[config.mk]
export PLATFORM = sky130hd
export DESIGN_NAME = gbba_ffz
export DESIGN_NICKNAME = d
export VERILOG_FILES = /design/src/rtl/core/gbba_ffz.sv
export SDC_FILE = /design/constraint.sdc
export NUM_CORES = 1
export LEC_CHECK = 0
export ABC_AREA = 1
export BUFFER_PORTS_ARGS = -buffer_cell sky130_fd_sc_hd__buf_2
export CAP_MARGIN = 20
export CORE_MARGIN = 2
export CORE_UTILIZATION = 25
export DETAILED_ROUTE_END_ITERATION = 12
export GPL_ROUTABILITY_DRIVEN = 0
export PLACE_DENSITY = 0.61
export SYNTH_ARGS = -nofsm -noshare
export SYNTH_HDL_FRONTEND = slang
export SYNTH_SLANG_ARGS = --single-unit
export TNS_END_PERCENT = 50
[constraint.sdc]
create_clock -name vclk -period 4.66
set_clock_uncertainty 0.05 [all_clocks]
set_input_delay 0.233 -clock vclk [all_inputs]
set_output_delay 0.233 -clock vclk [all_outputs]
set_load 0.02 [all_outputs]
[src/rtl/core/gbba_ffz.sv]
module gbba_ffz #(
	parameter int W = 32
) (
	input  logic [W-1:0]                          word,
	output logic                                  found,
	output logic [((W > 1) ? $clog2(W) : 1)-1:0] idx
);

	localparam int IW = (W > 1) ? $clog2(W) : 1;

	// Lowest clear bit wins
	always_comb begin
		found = ~&word;
		idx   = '0;
		for (int i = W - 1; i >= 0; i--) begin
			if (!word[i]) begin
				idx = IW'(i);
			end
		end
	end

endmodule

# Yosys cells after proc, flatten, opt, wreduce, memory -nomap -nowiden
# Index checks and enable logic that the tools add are counted.
# Widths: inputs -> output; s select.
[op_classes]
muxes = 32
n_reduce_logical = 2
[ops]
columns = ["cell", "count"]
rows = [
  ["$mux 5", 32],
  ["$reduce_and 32->1", 1],
  ["$logic_not 1->1", 1],
]
[totals]
ff_bits = 0
inputBits = 32
out_inout_bits = 6
wordCells = 34

# Longest topological paths before layout
[logic_depth]
word_depth = 32
depth_mapped = 31
ltp_nobuf = 31

# Least setup slack after synthesis
# OpenSTA, ideal clock, no wires.
[synth_timing]
path_kind = "input to output"
startpoint = "input port word[31]"
endpoint = "output port idx[0] (netlist name)"
arrival_time_ns = 1.723
t_required_ns = 4.377
slack_ns = 2.654
cell_stages = 31
n_path_buf = 0
path_cell_list = "inv_1 nand2_1 nand2_1 nand2_1 nand2_1 nand2_1 nand2_1 nand2_1 nand2_1 nand2_1 nand2_1 nand2_1 nand2_1 nand2_1 nand2_1 nand2_1 nand2_1 nand2_1 nand2_1 nand2_1 nand2_1 nand2_1 nand2_1 nand2_1 nand2_1 nand2_1 nand2_1 nand2_1 nand2_1 nand2_1 a21oi_2"
[synth_between]
elab_chain_cells = 32
[synth_rtl]
columns = ["item", "line_no", "source"]
rows = [
  ["start, declared", "4", "input logic [W-1:0] word,"],
  ["$mux 5 (32 in series)", "16", "if (!word[i]) begin"],
  ["end, declared", "6", "output logic [((W > 1) ? $clog2(W) : 1)-1:0] idx"],
]
# Every way passes these cells.

# Worst setup path in the final report
# Same ends and word-level chain as after synthesis.

==> metrics <==
PnR worst setup slack=2.402 ns; max_slew headroom=0.8489; Reg area=0 µm²; starting DRC count in detailed routing=5; final HPWL from detailed placement=893.1 µm; CP Max Fanout=3; Filler cells=roughly 180; YS warnings=0; fmax=approximately 0.44 GHz; DR WL/cell=7.149 µm; fraction of layout cells with a size suffix above 1=0.3277; chip width=40.76 µm; most used cell, CP=nand2_1; pwr dens=68.71 mW/mm²; Final #Nets=153; synthesized net count=113; Least-Margin Pin Slew=0.2249 ns; status=complete, no violations; Core Area=0.001285 mm²; routed vias=591; Post-CTS Setup Bufs=0; Cells after Synth=81; hold-fix buffers at CTS=0; crit path DAT=1.97 ns; area leader, netlist=nand2_1; Worst VDD drop=0.02493 mV; most frequent cells in the layout=46 x nand2_1, 38 x buf_2, 15 x nor2_1, 5 x inv_1, 4 x nand4_1; drt total wl=958 µm; startpoint types=primary input; Mapped Area=337.8 µm²; IO Pins=38; Die H=a little over 40 µm; max-cap viol count=0; first-pass GRT wire length=1.242 mm; commonest non-fill, non-tap cell in the layout=nand2_1; detailed-router iteration count before antenna repair=4; DRC violations left=0; DIE AREA=0.001661 mm²; slowest CP cell=buf_2; Total Routing Usage GR=0.1020; PortBufs=38; share of the synthesized area in the top cell type=0.5111; pin count of the biggest net entering global routing=4; slowest stage delay, CP=0.16 ns; n_diodes=0; worst hold stages=3; Layout area overhead=61.85%; max-slew violations=0; Seq/Total Area, Yosys=0; clock buffers=0; Hold Path Origin=word[1]; CP required=4.38 ns; leading cell types by total area after synthesis=nand2_1 51%, nor2_1 17%, nand4_1 7.4%; post-route setup TNS=0 ns; Syn Area/Cell=around 4.2 µm²; final hold slack=0.7199 ns; final setup vio count=0; Final Hold Viols=0; row count=13; Setup Crit Path Kind=primary input to output port; pre-CTS setup slack=2.388 ns; Seq Cell Count=0; Routed Antenna Nets=0; Tcrit/Tclk final=0.4845; via/cell ratio=4.410; Worst setup EP type=output port; PostCTS Resize Cnt=0; Tmin final=roughly 2.3 ns; post-synth cell types=11; Util after Layout=0.4255; initial antenna violation count=0; HP Class=primary input to output port; leakage=0.3271 nW; Hold EP=idx[0]; vias in the first global route=355; total grt overflow=0; RSZ-0062 raised after global routing=false; Initial Util=0.2629
-- power by group --
group          internal (W)  switching (W)  leakage, nW
Sequential                0              0            0
Clock                     0              0            0
Combinational     0.0000180      0.0000196        0.327
Total             0.0000180      0.0000196        0.327
-- area by class of cell --
cell class                      instances  area, µm²  share of cell area
Inverter                                5      18.77             0.03432
Multi-Input combinational cell         76      319.1              0.5835
Timing Repair Buffer                   38      190.2              0.3478
Tap cell                               15      18.77             0.03432
-- cell usage after synthesis (all sizes together) --
library cell,n
a21oi,2
a31oi,3
inv,5
nand2,46
nand3,2
nand4,4
nor2,15
nor3,2
o21ai,1
o21bai,1
-- through the flow --
step,power (W),cell area [µm²],cells
after floorplan,0.00001756,337.8,81
after global placement,0.00003743,546.8,134
after detailed placement,0.00003783,546.8,134
after CTS,0.00003796,546.8,134
after global routing,0.00004374,546.8,134
final,0.00003757,546.8,134
-- how the worst max path moves through the flow --
| stage | start | to | slack, ns |
|---|---|---|---|
| after floorplan | word[31] | idx[0] | 2.65 |
| after global placement | word[31] | idx[0] | 2.38 |
| after detailed placement | word[31] | idx[0] | 2.39 |
| after CTS | word[31] | idx[0] | 2.38 |
| after global routing | word[31] | idx[0] | 1.98 |
| final | word[31] | idx[0] | 2.40 |
-- worst max-delay path: cells and delay by family --
kind                   cells  cell delay [ns]
AOI/OAI and AO/OA          1             0.10
buffers and inverters      3             0.31
and+or+nand+nor           29             1.34
-- metal layers --
layer	track usage	wire length, µm
met1	0.1378	432
met2	0.1905	486
met3	0	38
met4	0	0
met5	0	0
-- cells by family (layout without fill, tap and decap cells) --
family                 count (synthesis)  in the layout  share of synthesized area
buffers and inverters                  5             43                    0.05556
and+or+nand+nor                       69             69                     0.8111
AOI/OAI and AO/OA                      7              7                     0.1333
(Power assumes the default switching activity.)
