## config.mk

```make
export PLATFORM = sky130hd
export DESIGN_NAME = gbba_div
export DESIGN_NICKNAME = d
export VERILOG_FILES = /design/src/rtl/core/gbba_pkg.sv /design/src/rtl/core/gbba_div.sv
export SDC_FILE = /design/constraint.sdc
export NUM_CORES = 1
export LEC_CHECK = 0
export ABC_AREA = 1
export BUFFER_PORTS_ARGS = -buffer_cell sky130_fd_sc_hd__buf_4
export CAP_MARGIN = 20
export CELL_PAD_IN_SITES_DETAIL_PLACEMENT = 1
export CELL_PAD_IN_SITES_GLOBAL_PLACEMENT = 2
export CORE_UTILIZATION = 35
export DETAILED_ROUTE_END_ITERATION = 8
export PLACE_DENSITY_LB_ADDON = 0.25
export SYNTH_ARGS = -nofsm -noshare
export SYNTH_HDL_FRONTEND = slang
export SYNTH_SLANG_ARGS = --single-unit
```

## constraint.sdc

```tcl
create_clock -name clk -period 4.4 [get_ports clk]
set_input_delay 0.66 -clock clk [delete_from_list [all_inputs] [get_ports clk]]
set_output_delay 0.66 -clock clk [all_outputs]
set_load 0.02 [all_outputs]
```

## src/rtl/core/gbba_pkg.sv

```systemverilog
package gbba_pkg;

	// Fixed field widths
	localparam int INODE_W   = 24;
	localparam int BLOCK_W   = 14;
	localparam int IPG_W     = 16;
	localparam int CFG_W     = 16;
	localparam int CFG_IDX_W = 1;

	// Request modes
	localparam logic MODE_ALLOC = 1'b0;
	localparam logic MODE_FREE  = 1'b1;

	// Register indexes
	localparam logic [CFG_IDX_W-1:0] CFG_FDB = 1'b0;
	localparam logic [CFG_IDX_W-1:0] CFG_IPG = 1'b1;

	typedef enum logic [1:0] {
		ST_OK           = 2'd0,
		ST_NO_SPACE     = 2'd1,
		ST_ALREADY_FREE = 2'd2,
		ST_OUT_OF_RANGE = 2'd3
	} status_t;

	// Start request to the divider
	typedef struct packed {
		logic               start;
		logic [INODE_W-1:0] dividend;
		logic [IPG_W-1:0]   divisor;
	} div_req_t;

endpackage

```

## src/rtl/core/gbba_div.sv

```systemverilog
module gbba_div (
	input  logic                           clk,
	input  logic                           arst_n,
	input  gbba_pkg::div_req_t             req,
	output logic                           done,
	output logic [gbba_pkg::INODE_W-1:0]   quotient
);

	import gbba_pkg::*;

	localparam int STEP_W = $clog2(INODE_W + 1);

	logic [STEP_W-1:0]  step_q;
	logic               done_q;
	logic [IPG_W-1:0]   rem_q;
	logic [IPG_W-1:0]   dvs_q;
	logic [INODE_W-1:0] quo_q;
	logic [IPG_W:0]     trial;
	logic [IPG_W:0]     diff;
	logic               fits;

	// One restoring step: bring down the next dividend bit
	always_comb begin
		trial = {rem_q, quo_q[INODE_W-1]};
		diff  = trial - {1'b0, dvs_q};
		fits  = (trial >= {1'b0, dvs_q});
	end

	// Step counter and done pulse
	always_ff @(posedge clk or negedge arst_n) begin
		if (!arst_n) begin
			step_q <= '0;
			done_q <= 1'b0;
		end else begin
			done_q <= 1'b0;
			if (req.start) begin
				step_q <= STEP_W'(INODE_W);
			end else if (step_q != '0) begin
				step_q <= step_q - STEP_W'(1);
				if (step_q == STEP_W'(1)) begin
					done_q <= 1'b1;
				end
			end
		end
	end

	// Remainder and quotient shift register
	always_ff @(posedge clk) begin
		if (req.start) begin
			rem_q <= '0;
			quo_q <= req.dividend;
			dvs_q <= req.divisor;
		end else if (step_q != '0) begin
			rem_q <= fits ? diff[IPG_W-1:0] : trial[IPG_W-1:0];
			quo_q <= {quo_q[INODE_W-2:0], fits};
		end
	end

	assign done     = done_q;
	assign quotient = quo_q;

endmodule

```

# Yosys cells after proc, flatten, opt, wreduce, memory -nomap -nowiden
# Index checks and enable logic that the tools add are counted.
[word_totals]
regBits = 62
latch_bits = 0
ram_bits = 0
romBits = 0
wordCells = 19
memories = 0
[classes]
addsub = 2
multipliers = 0
n_div = 0
magnitude_cmp = 1
eq_ne = 1
shift = 0
muxes = 8
bitwise = 0
reduce_logical = 2
[op_table]
columns = ["op", "count"]
rows = [
  ["two-way mux 24 bit", 2],
  [">= comparator 17 x 16 -> 1 bit", 1],
  ["two-way mux 16 bit", 1],
  ["subtractor 16 bit", 1],
  ["two-way mux 5 bit", 2],
  ["equality test 5 x 1 -> 1 bit, second input constant", 1],
  ["nonzero test 5 bit", 1],
  ["subtractor 5 x 1 -> 5 bit, second input constant", 1],
  ["two-way mux 1 bit", 3],
  ["nonzero test 2 bit", 1],
]

# Depth between registers and ports, before layout
[depth]
ltp_word = 4
ltp_mapped = 15
ltp_nobuf = 14

# Least setup slack after synthesis
# Ideal clock, no wire load.
[synth_timing]
path_kind = "register to register"
from = "register quo_q[23] (netlist: quotient[23])"
to = "register rem_q[14]"
arrival_ps = 1843
required_time_ps = 4288
setup_slack_ps = 2445
stages_incl_launch_ff = 14
path_buffers = 0
synth_period_minus_slack_ps = 1955
path_cell_list = "edfxtp_1 inv_1 ha_1 fa_1 inv_1 nand3_1 nand3_1 nand2_1 nand2_1 nand2_1 nand3_1 nand3_2 nand2_1 nand2_1"
[synth_between]
elab_chain_cells = 2
word_cells_on_any_way = 3
[synth_rtl]
columns = ["item", "line", "source"]
rows = [
  ["start, declared", "gbba_div.sv:17", "logic [INODE_W-1:0] quo_q;"],
  ["start signal, assigned", "gbba_div.sv:51", "quo_q <= req.dividend;"],
  ["start signal, assigned", "gbba_div.sv:55", "quo_q <= {quo_q[INODE_W-2:0], fits};"],
  ["subtractor 16 bit / >= comparator 17 x 16 -> 1 bit (equally long branches)", "gbba_div.sv:25, gbba_div.sv:26", ""],
  ["two-way mux 16 bit *", "gbba_div.sv:54", "rem_q <= fits ? diff[IPG_W-1:0] : trial[IPG_W-1:0];"],
  ["end signal, assigned", "gbba_div.sv:54", ""],
  ["end, declared", "gbba_div.sv:15", "logic [IPG_W-1:0] rem_q;"],
]
# Every way passes the cells marked *; elsewhere a longest branch is shown, timed or not.
# A chain may end at the register's enable or synchronous reset.

# Final worst setup path
[layout_timing]
from = "register dvs_q[14]"
to = "register rem_q[3]"
[layout_between]
elab_chain_cells = 2
[layout_rtl]
columns = ["item", "line", "source"]
rows = [
  ["start, declared", "gbba_div.sv:16", "logic [IPG_W-1:0] dvs_q;"],
  ["start signal, assigned", "gbba_div.sv:52", "dvs_q <= req.divisor;"],
  [">= comparator 17 x 16 -> 1 bit", "gbba_div.sv:26", "fits = (trial >= {1'b0, dvs_q});"],
  ["two-way mux 16 bit", "gbba_div.sv:54", ""],
]
# Every way passes these cells.

==> reports/qor.tcl <==
set qor(outcome) {complete, no violations}
set qor(postSynthNetCount) 538
set qor(clock_skew_ns) 0.0108
set qor(synthesis.area_mm2) 0.00374
set qor(cp_max_fo) 18
set qor(largest_family_of_logic_cells_by_synthesized_area) {simple AND/OR/NAND/NOR gates}
set qor(worst_ep_required_time_ns) 4.66
set qor(dp_hpwl_mm) 7.27
set qor(cts_repair_resize_count) 0
set qor(ys_seq_elements) 62
set qor(clock_tree_from_tritoncts) {done}
set qor(clockBufferDepth) 2
set qor(track_usage) 0.190
set qor(r2r_cells) 10
set qor(timing.rr.start) {dvs_q[14]}
set qor(cts.repair_timing.setup_buffer_count) 0
set qor(detail_route.iter0.violations) 105
set qor(pwr-share-seq) 0.314
set qor(final_min_period_over_clock_period) 0.486
set qor(place_area_mm2) 0.00433
set qor(max_frequency_mhz) 467
set qor(synthesis.instances) 475
set qor(global_route_wire_length_before_repair_mm) 16.4
set qor(power-per-cell-area_mw_per_mm2) 569
set qor(cts-htree-levels) 3
set qor(maxCapViolations) 0
set qor(critical_path_class) {reg -> reg}
set qor(synthDominantAreaCellType) {sky130_fd_sc_hd__edfxtp_1}
set qor(grt_pass1_vias) 3405
set qor(core-area_mm2) 0.0103
set qor(clk_pin_slew_ns) 0.08
set qor(globalRoute.totalOverflow) 0
set qor(antenna_left) 0
set qor(grt.met2_usage) 0.315
set qor(timing.setup.tns_ns) 0
set qor(synth-seq-area-share) 0.447
set qor(layout.core_utilization) 0.441
set qor(place_congestion) 0.800
set qor(r2r_setup_slack_ns) 2.26
set qor(met3_usage) 0.0439
set qor(synth_simple_gate_area_frac) 0.326
set qor(r2r-end) {rem_q[3]}
set qor(synth.area.mux_share) 0
set qor(rsz0062_at_grt) {no}
set qor(finish.instance_area_mm2) 0.00456
set qor(worst_skew_pair.late_latency_ns) 0.34
set qor(yosysWarningCount) 0
set qor(global_route.usage.met1) 0.246
set qor(fp.dieArea_mm2) 0.0111
set qor(irDropWorstVdd_v) 0.000215
set qor(worst_slew_margin_rel) 0.606
set qor(p_int_uw) 1510
set qor(numPortBuffers) 67
set qor(synth.top_cells.by_area) {sky130_fd_sc_hd__edfxtp_1, sky130_fd_sc_hd__nand2_1, sky130_fd_sc_hd__dfxtp_1}
set qor(ctsRootBufferMaster) {sky130_fd_sc_hd__clkbuf_8}
set qor(viasPerCell) 4.68
set qor(row_count) 37
set qor(min_period_ns) 2.14
set qor(area.growth.synth_to_final_pct) 21.9
set qor(synthesized_area_per_cell_um2) 7.87
set qor(setup_viol) 0
set qor(holdBufCountCts) 0
set qor(report.final.slew_viol_count) 0
set qor(critical_path.endpoint_type) {flip-flop}
set qor(tightestPinTransition_ns) 0.591
set qor(fin_worst_hold_slack_ns) 0.104
set qor(routed_wire_length_per_instance_um) 13.9
set qor(hp-class) {in -> async}
set qor(synth.lib_cells_used.distinct) 36
set qor(io_pins) 68
set qor(route.vias.total) 3203
set qor(final_layout_size_suffix_gt1_frac) 0.199
set qor(chipWidth_um) 105
set qor(die_y_um) 105
set qor(floorplan.initialDensity) 0.362
set qor(synth-compound-area-share) 0.0372
set qor(timing_hold_violations_final) 0
set qor(power.switching_fraction) 0.419
set qor(antenna_found_initial) 0
set qor(adder_cell_area_share_of_the_yosys_netlist) 0.0690
set qor(first_pass_iters) 4
set qor(worst-endpoint-arrival_ns) 2.40
set qor(worstSetupStartpoint) {dvs_q[14]}
set qor(n_diodes) 0
set qor(final_net_count) 607
set qor(cts_made_buffers) 9
set qor(p_clk_frac) 0.216
set qor(synth_top_area_frac) 0.321
set qor(power.net_switching_uw) 1090
set qor(postRouteWirelength_mm) 9.51
set qor(synth_xor_xnor_area_share) 0.0187
set qor(critical_path.startpoint_type) {flip-flop}
set qor(pin_count_of_the_biggest_net_entering_global_routing) 43
set qor(top_usage_layer) {met2}
set qor(share_comb_of_total_power) 0.470
set qor(leakage_uw) 0.00238
set qor(drt_drc_violations_left) 0
set qor(clock_sinks) 62
-- worst max-delay path, stage by stage (launching register included) --
cell and delay [ns]:
sky130_fd_sc_hd__edfxtp_1 0.32, sky130_fd_sc_hd__inv_1 0.04, sky130_fd_sc_hd__ha_1 0.38, sky130_fd_sc_hd__a21oi_1 0.30, sky130_fd_sc_hd__o21a_1 0.17, sky130_fd_sc_hd__nand2_2 0.09
sky130_fd_sc_hd__nor2_8 0.31, sky130_fd_sc_hd__nand2_8 0.17, sky130_fd_sc_hd__nand2_1 0.11, sky130_fd_sc_hd__nand3_1 0.07, sky130_fd_sc_hd__o21ai_0 0.10
-- cell type report --
class / instances / area [um2]
Clock buffer: 9 / 124
Fill cell: 1256 / 5770
Sequential cell: 62 / 1670
Timing Repair Buffer: 70 / 526
Inverter: 75 / 282
Tap cell: 136 / 170
Multi-Input combinational cell: 326 / 1690
Clock inverter: 7 / 97.6
-- per-stage QoR --
stage / std cells / power [uW] / setup slack (ns)
2_1_floorplan: 475 / 1760 / 2.44
3_3_place_gp: 669 / 2040 / 2.07
3_5_place_dp: 669 / 2050 / 2.04
4_1_cts: 685 / 2630 / 2.24
5_1_grt: 685 / 2830 / 2.05
6_report: 685 / 2590 / 2.26
-- routing by layer --
| metal | vias to the layer above | share of wire |
|---|---|---|
| met5 | - | 0 |
| met4 | 0 | 0.0079 |
| met3 | 6 | 0.048 |
| met2 | 62 | 0.47 |
| met1 | 1497 | 0.47 |
| li1 | 1638 | - |
-- cell families after synthesis --
family,after synthesis
and+or+nand+nor,274
adders and majority gates,20
xor gates and xnor gates,8
DFF,62
AOI/OAI and AO/OA,24
buffers and inverters,87
-- registers in the layout, indices dropped and copies added, names as in the netlist --
signal,cells
done,1
dvs_q,16
quotient,24
rem_q,16
step_q,5
-- layout by cell type, fill, tap and decap left out, types with 2 or more instances in the layout --
| cell type | Yosys | final |
|---|---|---|
| sky130_fd_sc_hd__nand3b_1 | 6 | 6 |
| sky130_fd_sc_hd__ha_1 | 19 | 19 |
| sky130_fd_sc_hd__dfrtp_1 | 6 | 6 |
| sky130_fd_sc_hd__inv_2 | 2 | 2 |
| sky130_fd_sc_hd__nor3_1 | 4 | 4 |
| sky130_fd_sc_hd__clkbuf_8 | 2 | 9 |
| sky130_fd_sc_hd__nand3_2 | 5 | 5 |
| sky130_fd_sc_hd__buf_4 | 0 | 70 |
| sky130_fd_sc_hd__clkinvlp_4 | 0 | 2 |
| sky130_fd_sc_hd__nand4_1 | 5 | 5 |
| sky130_fd_sc_hd__bufinv_16 | 0 | 2 |
| sky130_fd_sc_hd__dfxtp_1 | 16 | 16 |
| sky130_fd_sc_hd__nand2_2 | 7 | 7 |
| sky130_fd_sc_hd__inv_1 | 73 | 73 |
| sky130_fd_sc_hd__a21oi_1 | 9 | 9 |
| sky130_fd_sc_hd__o21ai_0 | 7 | 7 |
| sky130_fd_sc_hd__nor2_1 | 14 | 14 |
| sky130_fd_sc_hd__xor2_1 | 3 | 3 |
| sky130_fd_sc_hd__nand2_1 | 185 | 185 |
| sky130_fd_sc_hd__edfxtp_1 | 40 | 40 |
| sky130_fd_sc_hd__xnor2_1 | 5 | 5 |
| sky130_fd_sc_hd__nor2_2 | 4 | 4 |
| sky130_fd_sc_hd__a31oi_1 | 2 | 2 |
| sky130_fd_sc_hd__nand3_1 | 41 | 41 |
-- cell usage after synthesis --
library cell               count
sky130_fd_sc_hd__dfxtp_1      16
sky130_fd_sc_hd__buf_6         2
sky130_fd_sc_hd__a31oi_1       2
sky130_fd_sc_hd__nand3_1      41
sky130_fd_sc_hd__nand2_1     185
sky130_fd_sc_hd__a21oi_2       1
sky130_fd_sc_hd__nand2_8       1
sky130_fd_sc_hd__clkbuf_8      2
sky130_fd_sc_hd__nand4_1       5
sky130_fd_sc_hd__buf_1         2
sky130_fd_sc_hd__nand3_2       5
sky130_fd_sc_hd__buf_12        1
sky130_fd_sc_hd__a21oi_1       9
sky130_fd_sc_hd__fa_1          1
sky130_fd_sc_hd__nor3_1        4
sky130_fd_sc_hd__o211ai_1      1
sky130_fd_sc_hd__nand2_4       1
sky130_fd_sc_hd__nand3b_1      6
sky130_fd_sc_hd__xor2_1        3
sky130_fd_sc_hd__o21ai_2       1
sky130_fd_sc_hd__o22ai_1       1
sky130_fd_sc_hd__o21a_1        1
sky130_fd_sc_hd__o21ai_0       7
sky130_fd_sc_hd__buf_2         2
sky130_fd_sc_hd__clkbuf_1      3
sky130_fd_sc_hd__xnor2_1       5
sky130_fd_sc_hd__dfrtp_1       6
sky130_fd_sc_hd__edfxtp_1     40
sky130_fd_sc_hd__ha_1         19
sky130_fd_sc_hd__nor2_8        1
sky130_fd_sc_hd__nor2_1       14
sky130_fd_sc_hd__nor2_2        4
sky130_fd_sc_hd__inv_1        73
sky130_fd_sc_hd__o21bai_1      1
sky130_fd_sc_hd__inv_2         2
sky130_fd_sc_hd__nand2_2       7
-- worst max path at each step --
| stage | to | slack, ns |
|---|---|---|
| final | rem_q[3] | 2.26 |
| after global routing | rem_q[14] | 2.05 |
| after CTS | rem_q[3] | 2.24 |
| after detailed placement | quotient[5] | 2.04 |
| after global placement | quotient[7] | 2.07 |
| after floorplan | rem_q[14] | 2.44 |
-- power by group through the flow --
| stage | combinational (uW) | clock [uW] | sequential [uW] |
|---|---|---|---|
| global route | 1400 | 595 | 831 |
| CTS | 1240 | 574 | 816 |
| floorplan | 927 | 0 | 836 |
| detailed placement | 1230 | 0 | 826 |
| finish | 1220 | 559 | 815 |
| global placement | 1210 | 0 | 826 |
Power figures use the tool's default switching activity.
